`config.mk`:
```
export PLATFORM = sky130hd
export DESIGN_NAME = double_ended_queue
export DESIGN_NICKNAME = d
export VERILOG_FILES = /design/src/deq_pkg.sv /design/src/deq_ctrl.sv /design/src/deq_dp.sv /design/src/double_ended_queue.sv
export SDC_FILE = /design/constraint.sdc
export NUM_CORES = 1
export LEC_CHECK = 0
export BUFFER_PORTS_ARGS = -buffer_cell sky130_fd_sc_hd__buf_4
export CORE_MARGIN = 4
export CORE_UTILIZATION = 45
export DETAILED_ROUTE_END_ITERATION = 8
export GPL_ROUTABILITY_DRIVEN = 0
export GPL_TIMING_DRIVEN = 0
export SYNTH_ARGS = -nofsm -noshare
export SYNTH_HDL_FRONTEND = slang
export SYNTH_HIERARCHICAL = 1
export SYNTH_SLANG_ARGS = --single-unit
```
`constraint.sdc`:
```
create_clock -name clk -period 3.66 [get_ports clk]
set_input_delay 0.732 -clock clk [delete_from_list [all_inputs] [get_ports clk]]
set_output_delay 0.732 -clock clk [all_outputs]
set_load 0.01 [all_outputs]
```
`src/deq_pkg.sv`:
```
// Shared types and constants for the double-ended queue.
package deq_pkg;

	// Ring storage depth and the widths that follow from it.
	localparam int unsigned DEPTH = 16;
	localparam int unsigned IDX_W = (DEPTH > 1) ? $clog2(DEPTH) : 1;
	localparam int unsigned CNT_W = $clog2(DEPTH + 1);
	localparam int unsigned DATA_W = 32;
	localparam int unsigned CMD_W = 3;
	localparam int unsigned OUT_BITS = 2 * DATA_W + CNT_W;
	localparam int unsigned OUT_TDATA_W = ((OUT_BITS + 7) / 8) * 8;

	typedef logic [IDX_W-1:0] idx_t;
	typedef logic [CNT_W-1:0] cnt_t;
	typedef logic signed [DATA_W-1:0] data_t;

	// Command codes carried in the request tuser field.
	typedef enum logic [CMD_W-1:0] {
		CMD_NONE     = 3'd0,
		CMD_INS_HEAD = 3'd1,
		CMD_INS_TAIL = 3'd2,
		CMD_REM_HEAD = 3'd3,
		CMD_REM_TAIL = 3'd4,
		CMD_CLEAR    = 3'd5
	} cmd_t;

	typedef enum logic [1:0] {
		ST_IDLE,
		ST_READ,
		ST_LOAD
	} state_t;

	// Controller to datapath.
	typedef struct packed {
		logic exec;
		logic load;
	} dp_cmd_t;

	// Datapath to controller.
	typedef struct packed {
		logic out_free;
	} dp_status_t;

endpackage

```
`src/deq_ctrl.sv`:
```
// Sequencing state machine for the double-ended queue.
module deq_ctrl (
	input  logic                clk,
	input  logic                arst_n,
	input  logic                s_tvalid,
	output logic                s_tready,
	input  deq_pkg::dp_status_t status,
	output deq_pkg::dp_cmd_t    cmd
);

	deq_pkg::state_t state_q;
	deq_pkg::state_t state_nxt;

	always_ff @(posedge clk or negedge arst_n) begin
		if (!arst_n) begin
			state_q <= deq_pkg::ST_IDLE;
		end else begin
			state_q <= state_nxt;
		end
	end

	always_comb begin
		state_nxt = state_q;
		s_tready = 1'b0;
		cmd = '0;
		unique case (state_q)
			deq_pkg::ST_IDLE: begin
				s_tready = 1'b1;
				if (s_tvalid) begin
					cmd.exec = 1'b1;
					state_nxt = deq_pkg::ST_READ;
				end
			end
			deq_pkg::ST_READ: begin
				state_nxt = deq_pkg::ST_LOAD;
			end
			deq_pkg::ST_LOAD: begin
				if (status.out_free) begin
					cmd.load = 1'b1;
					state_nxt = deq_pkg::ST_IDLE;
				end
			end
			default: begin
				state_nxt = deq_pkg::ST_IDLE;
			end
		endcase
	end

endmodule

```
`src/deq_dp.sv`:
```
// Ring storage, head and count registers and result register of the queue.
module deq_dp (
	input  logic                clk,
	input  logic                arst_n,
	input  deq_pkg::dp_cmd_t    cmd,
	output deq_pkg::dp_status_t status,
	input  logic [deq_pkg::CMD_W-1:0] command,
	input  deq_pkg::data_t      item_value,
	output logic                out_valid,
	input  logic                out_ready,
	output deq_pkg::data_t      head_value,
	output deq_pkg::data_t      tail_value,
	output deq_pkg::cnt_t       item_count,
	output logic                overflow
);

	localparam deq_pkg::cnt_t DEPTH_C = deq_pkg::CNT_W'(deq_pkg::DEPTH);
	localparam deq_pkg::idx_t LAST_IDX = deq_pkg::IDX_W'(deq_pkg::DEPTH - 1);
	localparam int unsigned SUM_W = deq_pkg::CNT_W + 1;

	// Adds an offset below DEPTH to a ring index; one compare and subtract wraps it.
	function automatic deq_pkg::idx_t ring_add(deq_pkg::idx_t base, deq_pkg::cnt_t offs);
		logic [SUM_W-1:0] sum;
		sum = SUM_W'(base) + SUM_W'(offs);
		if (sum >= SUM_W'(deq_pkg::DEPTH)) begin
			sum = sum - SUM_W'(deq_pkg::DEPTH);
		end
		return sum[deq_pkg::IDX_W-1:0];
	endfunction

	deq_pkg::data_t mem [deq_pkg::DEPTH];

	deq_pkg::idx_t head_q;
	deq_pkg::cnt_t count_q;
	logic          ovf_q;
	deq_pkg::data_t rd_head_q;
	deq_pkg::data_t rd_tail_q;

	logic           out_valid_q;
	deq_pkg::data_t out_head_q;
	deq_pkg::data_t out_tail_q;
	deq_pkg::cnt_t  out_count_q;
	logic           out_ovf_q;

	deq_pkg::idx_t head_nxt;
	deq_pkg::cnt_t count_nxt;
	logic          ovf_nxt;
	logic          wr_en;
	deq_pkg::idx_t wr_idx;
	deq_pkg::idx_t head_dec;
	deq_pkg::idx_t head_inc;
	deq_pkg::idx_t tail_rd_idx;
	logic          full;
	logic          empty;

	assign full = (count_q >= DEPTH_C);
	assign empty = (count_q == '0);
	assign head_dec = (head_q == '0) ? LAST_IDX : head_q - deq_pkg::IDX_W'(1);
	assign head_inc = (head_q == LAST_IDX) ? '0 : head_q + deq_pkg::IDX_W'(1);
	assign tail_rd_idx = empty ? head_q : ring_add(head_q, count_q - deq_pkg::CNT_W'(1));

	always_comb begin
		head_nxt = head_q;
		count_nxt = count_q;
		ovf_nxt = 1'b0;
		wr_en = 1'b0;
		wr_idx = head_dec;
		case (deq_pkg::cmd_t'(command))
			deq_pkg::CMD_INS_HEAD: begin
				if (full) begin
					ovf_nxt = 1'b1;
				end else begin
					head_nxt = head_dec;
					wr_en = 1'b1;
					wr_idx = head_dec;
					count_nxt = count_q + deq_pkg::CNT_W'(1);
				end
			end
			deq_pkg::CMD_INS_TAIL: begin
				if (full) begin
					ovf_nxt = 1'b1;
				end else begin
					wr_en = 1'b1;
					wr_idx = ring_add(head_q, count_q);
					count_nxt = count_q + deq_pkg::CNT_W'(1);
				end
			end
			deq_pkg::CMD_REM_HEAD: begin
				if (!empty) begin
					head_nxt = head_inc;
					count_nxt = count_q - deq_pkg::CNT_W'(1);
				end
			end
			deq_pkg::CMD_REM_TAIL: begin
				if (!empty) begin
					count_nxt = count_q - deq_pkg::CNT_W'(1);
				end
			end
			deq_pkg::CMD_CLEAR: begin
				head_nxt = '0;
				count_nxt = '0;
			end
			default: begin
			end
		endcase
	end

	always_ff @(posedge clk or negedge arst_n) begin
		if (!arst_n) begin
			head_q <= '0;
			count_q <= '0;
			ovf_q <= 1'b0;
		end else if (cmd.exec) begin
			head_q <= head_nxt;
			count_q <= count_nxt;
			ovf_q <= ovf_nxt;
		end
	end

	always_ff @(posedge clk) begin
		if (cmd.exec && wr_en) begin
			mem[wr_idx] <= item_value;
		end
	end

	// Both ends are read every cycle; the values settle in the cycle after an update.
	always_ff @(posedge clk) begin
		rd_head_q <= mem[head_q];
		rd_tail_q <= mem[tail_rd_idx];
	end

	always_ff @(posedge clk or negedge arst_n) begin
		if (!arst_n) begin
			out_valid_q <= 1'b0;
		end else if (cmd.load) begin
			out_valid_q <= 1'b1;
		end else if (out_ready) begin
			out_valid_q <= 1'b0;
		end
	end

	always_ff @(posedge clk) begin
		if (cmd.load) begin
			out_head_q <= empty ? '0 : rd_head_q;
			out_tail_q <= empty ? '0 : rd_tail_q;
			out_count_q <= count_q;
			out_ovf_q <= ovf_q;
		end
	end

	assign status.out_free = !out_valid_q || out_ready;
	assign out_valid = out_valid_q;
	assign head_value = out_head_q;
	assign tail_value = out_tail_q;
	assign item_count = out_count_q;
	assign overflow = out_ovf_q;

`ifndef SYNTHESIS
	a_count_bound: assert property (@(posedge clk) disable iff (!arst_n)
		count_q <= DEPTH_C)
		else $error("stored count exceeds the ring depth");

	a_head_bound: assert property (@(posedge clk) disable iff (!arst_n)
		head_q <= LAST_IDX)
		else $error("head index outside the ring");

	a_clear: assert property (@(posedge clk) disable iff (!arst_n)
		cmd.exec && (command == deq_pkg::CMD_CLEAR) |=> (count_q == '0) && (head_q == '0))
		else $error("clear did not empty the queue");

	a_full_refused: assert property (@(posedge clk) disable iff (!arst_n)
		cmd.exec && full && ((command == deq_pkg::CMD_INS_HEAD) ||
		(command == deq_pkg::CMD_INS_TAIL)) |=> ovf_q && $stable(count_q) && $stable(head_q))
		else $error("insert into a full queue changed state or missed overflow");
`endif

endmodule

```
`src/double_ended_queue.sv`:
```
// Top level of the bounded double-ended queue of signed 32-bit values.
// Requests are taken one at a time: accept, read both ring ends, load the result.
// The load waits for a free result register, then the result shows on m_tvalid.
// The result register lets a new request enter while the previous result waits.
// arst_n clears the queue (head index and count to zero) and the result valid flag.
// Ring contents are not cleared; only occupied slots are ever shown.
module double_ended_queue (
	input  logic        clk,
	input  logic        arst_n,
	// Request channel.
	input  logic        s_tvalid,
	output logic        s_tready,
	input  logic [31:0] s_tdata,  // [31:0] item_value
	input  logic [2:0]  s_tuser,  // [2:0] command
	// Result channel.
	output logic        m_tvalid,
	input  logic        m_tready,
	output logic [deq_pkg::OUT_TDATA_W-1:0] m_tdata, // [31:0] head_value, [63:32] tail_value,
	                                                 // [68:64] item_count, rest zero
	output logic [0:0]  m_tuser   // [0] overflow
);

	deq_pkg::dp_cmd_t    cmd;
	deq_pkg::dp_status_t status;
	deq_pkg::data_t      head_value;
	deq_pkg::data_t      tail_value;
	deq_pkg::cnt_t       item_count;
	logic                overflow;

	// The controller sequences each request through the datapath.
	deq_ctrl u_ctrl (
		.clk      (clk),
		.arst_n   (arst_n),
		.s_tvalid (s_tvalid),
		.s_tready (s_tready),
		.status   (status),
		.cmd      (cmd)
	);

	// The datapath holds the ring, its head index and count, and the result register.
	deq_dp u_dp (
		.clk        (clk),
		.arst_n     (arst_n),
		.cmd        (cmd),
		.status     (status),
		.command    (s_tuser),
		.item_value (s_tdata),
		.out_valid  (m_tvalid),
		.out_ready  (m_tready),
		.head_value (head_value),
		.tail_value (tail_value),
		.item_count (item_count),
		.overflow   (overflow)
	);

	// Fields are packed from the lowest bit up, padded with zeros to whole bytes.
	assign m_tdata = deq_pkg::OUT_TDATA_W'({item_count, tail_value, head_value});
	assign m_tuser = overflow;

endmodule
```
## After elaboration in Yosys (flattened, before gate mapping)

Memory sizes are Yosys's and may differ from the RTL's. A register that Yosys moved wholly into a read port is not among the register bits.
Index checks and enable logic that the tools add are counted.

| word-level totals | value |
|---|---|
| bits in latches | 0 |
| memory bits (read-only) | 0 |
| word-level logic and storage cells | 78 |
| output and inout port bits | 75 |
| memory bits (writable) | 512 |
| memories kept | 1 |
| bits in registers | 83 |

| operators by class | value |
|---|---|
| magnitude comparators | 3 |
| add/sub/neg operators | 8 |
| bitwise gates (word level) | 0 |
| eq/ne operators | 14 |
| $mul | 0 |
| reduce and logical (&&, ||, !) cells | 14 |
| div/mod/pow operators | 0 |
| shift-type cells | 0 |
| muxes and demuxes | 29 |

Memories:

| name | words | bits a word | read ports | clocked after memory_dff | write ports | RTL line | source |
|---|---|---|---|---|---|---|---|
| u_dp.mem | 16 | 32 | 2 | 2 | 1 | deq_dp.sv:31 | `deq_pkg::data_t mem [deq_pkg::DEPTH];` |

Operators by type and width:

| cell | count |
|---|---|
| 2-to-1 mux 4 bit | 9 |
| case mux 5 bit (3 select lines) | 1 |
| 2-to-1 mux 1 bit | 13 |
| adder 4 x 5 -> 6 bit | 2 |
| >= comparator 6 x 5 -> 1 bit, second input constant | 2 |
| inequality test 2 bit, second input constant | 6 |
| case mux 4 bit (3 select lines) | 1 |
| subtractor 4 x 1 -> 4 bit, second input constant | 3 |
| 2-to-1 mux 5 bit | 2 |
| AND reduction 4 bit | 2 |
| equality test 3 x 2 -> 1 bit, second input constant | 2 |
| equality test 3 bit, second input constant | 2 |
| case mux 2 bit (3 select lines) | 1 |
| nonzero test 3 bit | 2 |
| adder 5 x 1 -> 5 bit, second input constant | 1 |
| >= comparator 5 bit, second input constant | 1 |
| zero test 5 bit | 1 |
| subtractor 5 x 1 -> 5 bit, second input constant | 1 |
| adder 4 x 1 -> 4 bit, second input constant | 1 |
| equality test 4 bit, second input constant | 1 |
| zero test 4 bit | 1 |
| 2-to-1 mux 2 bit | 2 |
| OR reduction 2 bit | 2 |
| equality test 3 x 1 -> 1 bit, second input constant | 1 |
| other kinds (8) | 8 |

## Logic depth before layout (Yosys ltp)

Gate-level depths: netlist of run 1.

| logic depth | value |
|---|---|
| depth in word-level cells | 6 |
| gate-level depth with buffers | 11 |
| gate-level depth less buffers | 10 |

## Cells and area by module

The synthesis of run 1 kept the hierarchy.

Modules (own cells, without submodules):

| module | cells an instance | instances | sequential area each (um^2) | area each (um^2) |
|---|---|---|---|---|
| deq_dp | 1609 | 1 | 19033.3 | 28822.6 |
| deq_ctrl | 9 | 1 | 50.0 | 92.6 |
| double_ended_queue | 4 | 1 | 0.0 | 26.3 |

## Worst setup path before layout of run 1

Ideal clock, no wire load.

| timing | value |
|---|---|
| path kind | input port to flip-flop |
| start point | input m_tready |
| end point | register u_dp.out_head_q[0], in the netlist u_dp/head_value[0] (enable) |
| required time | 3.160 ns |
| data arrival time | 3.859 ns |
| library setup time | 0.500 ns |
| setup slack | -0.699 ns |
| stages on the path | 3 |
| cell sequence | nand2b_1 > nand2_1 > nor2_1 |

RTL lines:

| item | RTL line | source |
|---|---|---|
| from (decl) | double_ended_queue.sv:17 | `input logic m_tready,` |
| to (signal assigned) | deq_dp.sv:144 | `out_head_q <= empty ? '0 : rd_head_q;` |
| to (decl) | deq_dp.sv:40 | `deq_pkg::data_t out_head_q;` |

## Worst setup path after layout of run 1

| timing | value |
|---|---|
| start point | register u_dp.head_q[0] |
| end point | memory u_dp/mem[2][7] (netlist name) (enable) |

| on the way | value |
|---|---|
| longest elaborated chain between the ends | 5 |
| elaborated cells between the ends (all ways) | 9 |

RTL lines:

| item | RTL line | source |
|---|---|---|
| from (decl) | deq_dp.sv:33 | `deq_pkg::idx_t head_q;` |
| from (signal assigned) | deq_dp.sv:114 | `head_q <= head_nxt;` |
| adder 4 x 5 -> 6 bit | deq_dp.sv:24 | `sum = SUM_W'(base) + SUM_W'(offs);` |
| >= comparator 6 x 5 -> 1 bit / subtractor 4 x 1 -> 4 bit (equally long branches) | deq_dp.sv:25, deq_dp.sv:26 |  |
| 2-to-1 mux 4 bit | deq_dp.sv:25 | `if (sum >= SUM_W'(deq_pkg::DEPTH)) begin` |
| 2-to-1 mux 4 bit | deq_dp.sv:80 | `if (full) begin` |
| 2-to-1 mux 4 bit (*) | - |  |
| to (decl) | deq_dp.sv:31 |  |

Mark *: on every way between the ends. The rest lies on a longest branch, timed or not.

==> flow_summary.json, run 1 <==
{
  "synth.distinct_cells": 56,
  "io_pins": 114,
  "multiInputGateArea_sq_mm": 0.00916,
  "grt_max_degree": 32,
  "vias_per_cell": 6.29,
  "mostFrequentLayoutCell": "edfxtp_1",
  "fillers": 4947,
  "synth_edf_count": 582,
  "syn_inst": 1622,
  "clock_latency_ns": 0.61,
  "avgSynthCellArea_sq_um": 17.8,
  "die_y_microns": 262,
  "crit_type": "flop to flop",
  "cts_tree": "done",
  "initialDrtViolationCount": 1594,
  "vias": 17400,
  "layout_setup_ws_ns": 0.130,
  "synth_warnings": 6,
  "cts_buffers": 73,
  "grt_overflow": 0,
  "postRouteWirelength_microns": 86700,
  "syn_area_sq_mm": 0.0289,
  "final_cell_mix": "edfxtp_1 (582), mux4_2 (194), buf_4 (132)",
  "rsz0062_at_grt": "false",
  "drive_gt1_share_pct": 30.8,
  "status": "finished, final reports clean",
  "clk_pin_slew_ns": 0.06,
  "final_area_sq_mm": 0.0343,
  "dp_slack_ns": -0.720,
  "antenna_found_initial": 7,
  "antenna_left": 0,
  "ys_ff_latch": 659,
  "final_cells": 2764,
  "rows": 92,
  "fp.dieW_microns": 262,
  "clkSinkCount": 659,
  "worst_r2r_path_depth": 10,
  "place.port_buffers": 109,
  "grt_pass1_vias": 17600,
  "seq_area_frac_synth_pct": 65.9,
  "cp-end-kind": "flop",
  "setup.worst_path.start_class": "flop",
  "cts_max_path_buffers": 3,
  "seq_area_sq_mm": 0.0191,
  "min_path_cells": 2,
  "synth-async-reset-ratio_pct": 1.97,
  "max_freq_ghz": 0.283,
  "hp-class": "primary input to flop",
  "cts-root-buf": "clkbuf_16",
  "post-route-min-period_ns": 3.53,
  "die_area_sq_mm": 0.0684,
  "fin_crit_sh_pct": 96.4,
  "drv_slew": 0,
  "dr.pass1.iters": 5,
  "track_usage_pct": 25.4,
  "grt_pass1_wl_microns": 123000,
  "finClkSkew_ns": 0.0205,
  "worstMarginPinSlew_ns": 1.43,
  "initial_core_util_pct": 45.6,
  "hpwl_microns": 55000,
  "path_max_fanout": 14,
  "required_ns": 3.96,
  "wl_per_cell_microns": 31.4,
  "areaGrowthSynthToFinish_pct": 18.4,
  "drc": 0,
  "crit_arrival_ns": 3.83,
  "finalHoldViolations": 0,
  "nets": 1907,
  "dp.cells": 2603,
  "relSlewSlack_pct": 4.96,
  "core_area_sq_mm": 0.0634,
  "drv_cap": 0,
  "htreeDepth": 3,
  "synthFlopType": "edfxtp_1",
  "place_area_sq_mm": 0.0315,
  "setup_viol": 0
}
[sequential cells by signal (all words and copies together) (netlist names)]
| register | count |
|---|---|
| u_dp/mem | 512 |
| u_dp/rd_tail_q | 32 |
| u_ctrl/state_q | 2 |
| u_dp/rd_head_q | 32 |
| u_dp/ovf_q | 1 |
| u_dp/overflow | 1 |
| u_dp/item_count | 5 |
| u_dp/out_valid | 1 |
| u_dp/count_q | 5 |
| u_dp/head_value | 32 |
| u_dp/head_q | 4 |
| u_dp/tail_value | 32 |
[final cells by class]
class                           count  area share, %
Inverter                           78          0.855
Timing Repair Buffer              156           4.77
Antenna cell                        3         0.0219
Clock buffer                      110           6.31
Tap cell                          846           3.09
Sequential cell                   659           55.7
Multi-Input combinational cell    776           26.7
Buffer                            111           1.76
Clock inverter                     25          0.760
[what timing repair did]
| action | in CTS | in global routing |
|---|---|---|
| hold buffers | 1 | 0 |
| setup endpoints to repair | 406 | 119 |
| endpoints found under the hold margin | 13 | 0 |
| setup buffers | 14 | 8 |
| cloned | 0 | 0 |
| pin swaps | 12 | 5 |
| resized for setup | 13 | 13 |
[cells in the mapped netlist (2+ instances only)]
cell type  count  area share, %
nand2b_1       9           0.19
nand3b_1       3          0.078
nor2b_1        2          0.043
nor3_1         3          0.052
o221ai_2      19           0.99
a22oi_1       35           0.91
a22oi_2       30            1.3
o31ai_1        4           0.10
and2_1        66            1.4
nor2_2         2          0.043
a31oi_1        4          0.086
buf_2         25           0.43
buf_6         11           0.43
fa_1           2           0.14
a22o_1         2          0.061
inv_1         77            1.0
nor2_1        63           0.82
mux2i_1      129            4.5
dfrtp_1       13            1.1
xor2_1         4           0.12
a211oi_1       3          0.078
o221ai_1      13           0.39
a21oi_1       13           0.22
mux4_2       194             15
edfxtp_1     582             60
o21ai_0       48           0.83
a21o_1         2          0.052
nand3_1        5          0.086
o21ai_1        2          0.035
dfxtp_1       64            4.4
mux2_2         2          0.078
buf_4         11           0.29
xnor2_1        5           0.15
nand2_1       17           0.22
buf_1         16           0.21
a221oi_1      65            2.0
ha_1          11           0.48
clkbuf_1      48           0.62
[routing by layer]
metal	part of all wire [%]	global-route usage, %	up-vias	wire length [microns]
li1	-	-	7126	-
met5	0.066	0	-	57
met1	39	33.8	9145	33500
met2	48	41.3	926	41900
met3	9.3	5.66	184	8080
met4	3.6	9.39	8	3160
[critical path: stages (launching register included)]
cell	delay (ns)
dfrtp_1	0.42
clkbuf_1	0.38
buf_2	0.35
buf_2	0.49
o31ai_1	0.20
nor2_1	0.13
a21oi_1	0.09
nand3b_1	0.47
nor2_4	0.27
buf_16	0.20
buf_16	0.18
[cells by family after synthesis]
logic type / synth area share (%)
flops: 65.9
mux: 19.6
compound gates: 7.38
buf+inv: 2.99
simple gates: 3.16
fa+ha+maj: 0.614
xor+xnor: 0.272
other cells: 0.0130
[metrics by stage]
step | utilization, % | TNS (ns) | hold slack, ns
detailed placement | 49.7 | -144.75 | 0.430
CTS | 53.8 | 0 | 0.327
global route | 54.0 | 0 | 0.358
floorplan | - | -82.78 | 0.423
finish | 54.0 | 0 | 0.357
global placement | 48.6 | -1319.41 | 0.432
[final timing paths]
| check | startpoint | to | slack [ns] |
|---|---|---|---|
| max | u_dp/head_q[0] | u_dp/mem[2][7] | 0.13 |
| min | s_tvalid | u_ctrl/state_q[0] | 0.36 |
| max reg2reg | u_dp/head_q[0] | u_dp/mem[2][7] | 0.13 |
| min reg2reg | u_dp/ovf_q | u_dp/overflow | 0.44 |
| max in group asynchronous | arst_n | u_dp/count_q[0] | 2.93 |
| min in group asynchronous | arst_n | u_ctrl/state_q[0] | 0.52 |
Power of run 1 is not shown: default switching activity piles up to over one toggle a cycle in this logic, so the estimate is an artifact.
==> inputs of run 2 (changes only) <==
--- a/config.mk
+++ b/config.mk
@@ -11,6 +11,7 @@
 export DETAILED_ROUTE_END_ITERATION = 8
 export GPL_ROUTABILITY_DRIVEN = 0
 export GPL_TIMING_DRIVEN = 0
+export REMOVE_ABC_BUFFERS = 1
 export SYNTH_ARGS = -nofsm -noshare
 export SYNTH_HDL_FRONTEND = slang
 export SYNTH_HIERARCHICAL = 1
==> flow_summary.json, run 2 (same netlist as run 1, synthesis figures left out) <==
{
  "status": "finished, final reports clean",
  "cts_max_path_buffers": 3,
  "clk_pin_slew_ns": 0.06,
  "rows": 92,
  "initial_core_util_pct": 45.6,
  "grt_pass1_vias": 16800,
  "fp.dieW_microns": 262,
  "cts_buffers": 70,
  "place.port_buffers": 110,
  "setup_viol": 0,
  "htreeDepth": 3,
  "grt_max_degree": 50,
  "fin_crit_sh_pct": 96.7,
  "wl_per_cell_microns": 29.3,
  "required_ns": 4.11,
  "clkSinkCount": 659,
  "clock_latency_ns": 0.60,
  "areaGrowthSynthToFinish_pct": 19.5,
  "hpwl_microns": 44900,
  "finClkSkew_ns": 0.0169,
  "vias": 16800,
  "core_area_sq_mm": 0.0634,
  "track_usage_pct": 22.9,
  "regMostFlops": "u_dp/mem",
  "max_stage_delay_ns": 0.54,
  "grt_overflow": 0,
  "cp-end-kind": "flop",
  "largest_register_ffs": 512,
  "post-route-min-period_ns": 3.54,
  "vias_per_cell": 6.21,
  "drc": 0,
  "finalHoldViolations": 0,
  "worstMarginPinSlew_ns": 1.39,
  "path_cells": "buf_16 -> clkinvlp_4 -> fa_1 -> xor2_1 -> a21oi_4 -> buf_4 -> buf_8 -> buf_16 -> buf_12 -> mux4_2 -> a22oi_2 -> o221ai_1",
  "setup.worst_path.start_class": "flop",
  "antenna_found_initial": 3,
  "cp_slowest_cell": "dfrtp_4",
  "io_pins": 114,
  "dr.pass1.iters": 7,
  "nets": 1845,
  "cts-root-buf": "clkbuf_16",
  "path_max_fanout": 16,
  "cts_tree": "done",
  "fillers": 4888,
  "postRouteWirelength_microns": 79200,
  "mostFrequentLayoutCell": "edfxtp_1",
  "die_y_microns": 262,
  "hold_slack_ns": 0.378,
  "crit_arrival_ns": 3.99,
  "drive_gt1_share_pct": 32.4,
  "initialDrtViolationCount": 1727,
  "max_freq_ghz": 0.283,
  "hp-class": "primary input to flop",
  "antenna_left": 0,
  "relSlewSlack_pct": 6.98,
  "crit_type": "flop to flop",
  "drv_cap": 0,
  "final_cell_mix": "edfxtp_1 (582), mux4_2 (194), buf_4 (137)",
  "die_area_sq_mm": 0.0684,
  "critPathMostFrequentCell": "buf_16",
  "drv_slew": 0,
  "grt_pass1_wl_microns": 113000
}
run 2: cell types whose count changed in the layout (fill, tap and decap cells not counted), moves of 4 or more:
cell,before,now
buf_1,13,0
buf_12,24,39
clkbuf_8,9,5
clkinvlp_4,1,6
clkbuf_1,70,20
buf_8,0,5
buf_6,14,0
buf_16,8,18
dfrtp_1,12,7
buf_4,132,137
buf_2,24,0
run 2: final cells by class:
class | instances | area [sq um] | area share, %
clock inverters | 31 | 389 | 1.13
inverters | 78 | 299 | 0.865
well taps | 846 | 1060 | 3.06
multi-input cells | 779 | 9230 | 26.7
flip-flops and latches | 659 | 19100 | 55.2
clock buffers | 98 | 1970 | 5.70
diodes | 6 | 15.0 | 0.0434
repair buffers | 205 | 2510 | 7.27
run 2: final timing paths:
kind                       cells after the start  slack, ns            from                 end
setup / recovery                              12       0.12  u_dp/head_q[1]  u_dp/rd_tail_q[10]
hold / removal                                 2       0.38        s_tvalid   u_ctrl/state_q[0]
setup reg to reg                              12       0.12  u_dp/head_q[1]  u_dp/rd_tail_q[10]
hold reg to reg                                0       0.45      u_dp/ovf_q       u_dp/overflow
max in group asynchronous                      2       2.94          arst_n      u_dp/head_q[1]
min in group asynchronous                      2       0.52          arst_n     u_dp/count_q[1]
run 2: worst max-delay path, delay by kind of cell, from the launching register on:
family          cells  cell delay, ns
buf+inv             6            1.09
flops               1            0.54
mux                 1            0.53
compound gates      3            0.51
fa+ha+maj           1            0.46
xor+xnor            1            0.22
run 2: through the flow:
step / cells / TNS, ns / utilization [%] / setup WS (ns) / area [sq um]
after detailed placement: 2521 / -161.19 / 49.8 / -1.21 / 31600
after floorplan: 1513 / -3892.98 / - / -11.14 / 28400
after global routing: 2696 / -0.272 / 54.5 / -0.0768 / 34600
after CTS: 2680 / -0.626 / 54.1 / -0.116 / 34300
final: 2702 / 0 / 54.5 / 0.121 / 34600
after global placement: 2469 / -7371.32 / 47.7 / -20.51 / 30300
run 2: layer usage:
layer	vias up	part of all wire [%]	global-route usage [%]
li1	7008	-	-
met1	8863	42	33.0
met2	778	47	36.7
met3	117	8.1	3.74
met4	2	2.3	6.24
met5	-	0.016	0
run 2: what timing repair did:
item	CTS	global route
resized for setup	3	9
hold buffers	1	0
cloned	3	5
setup buffers	26	12
pin swaps	17	3
endpoints found under the hold margin	13	0
setup endpoints to repair	532	53
Power of run 2 is left out for the same reason.
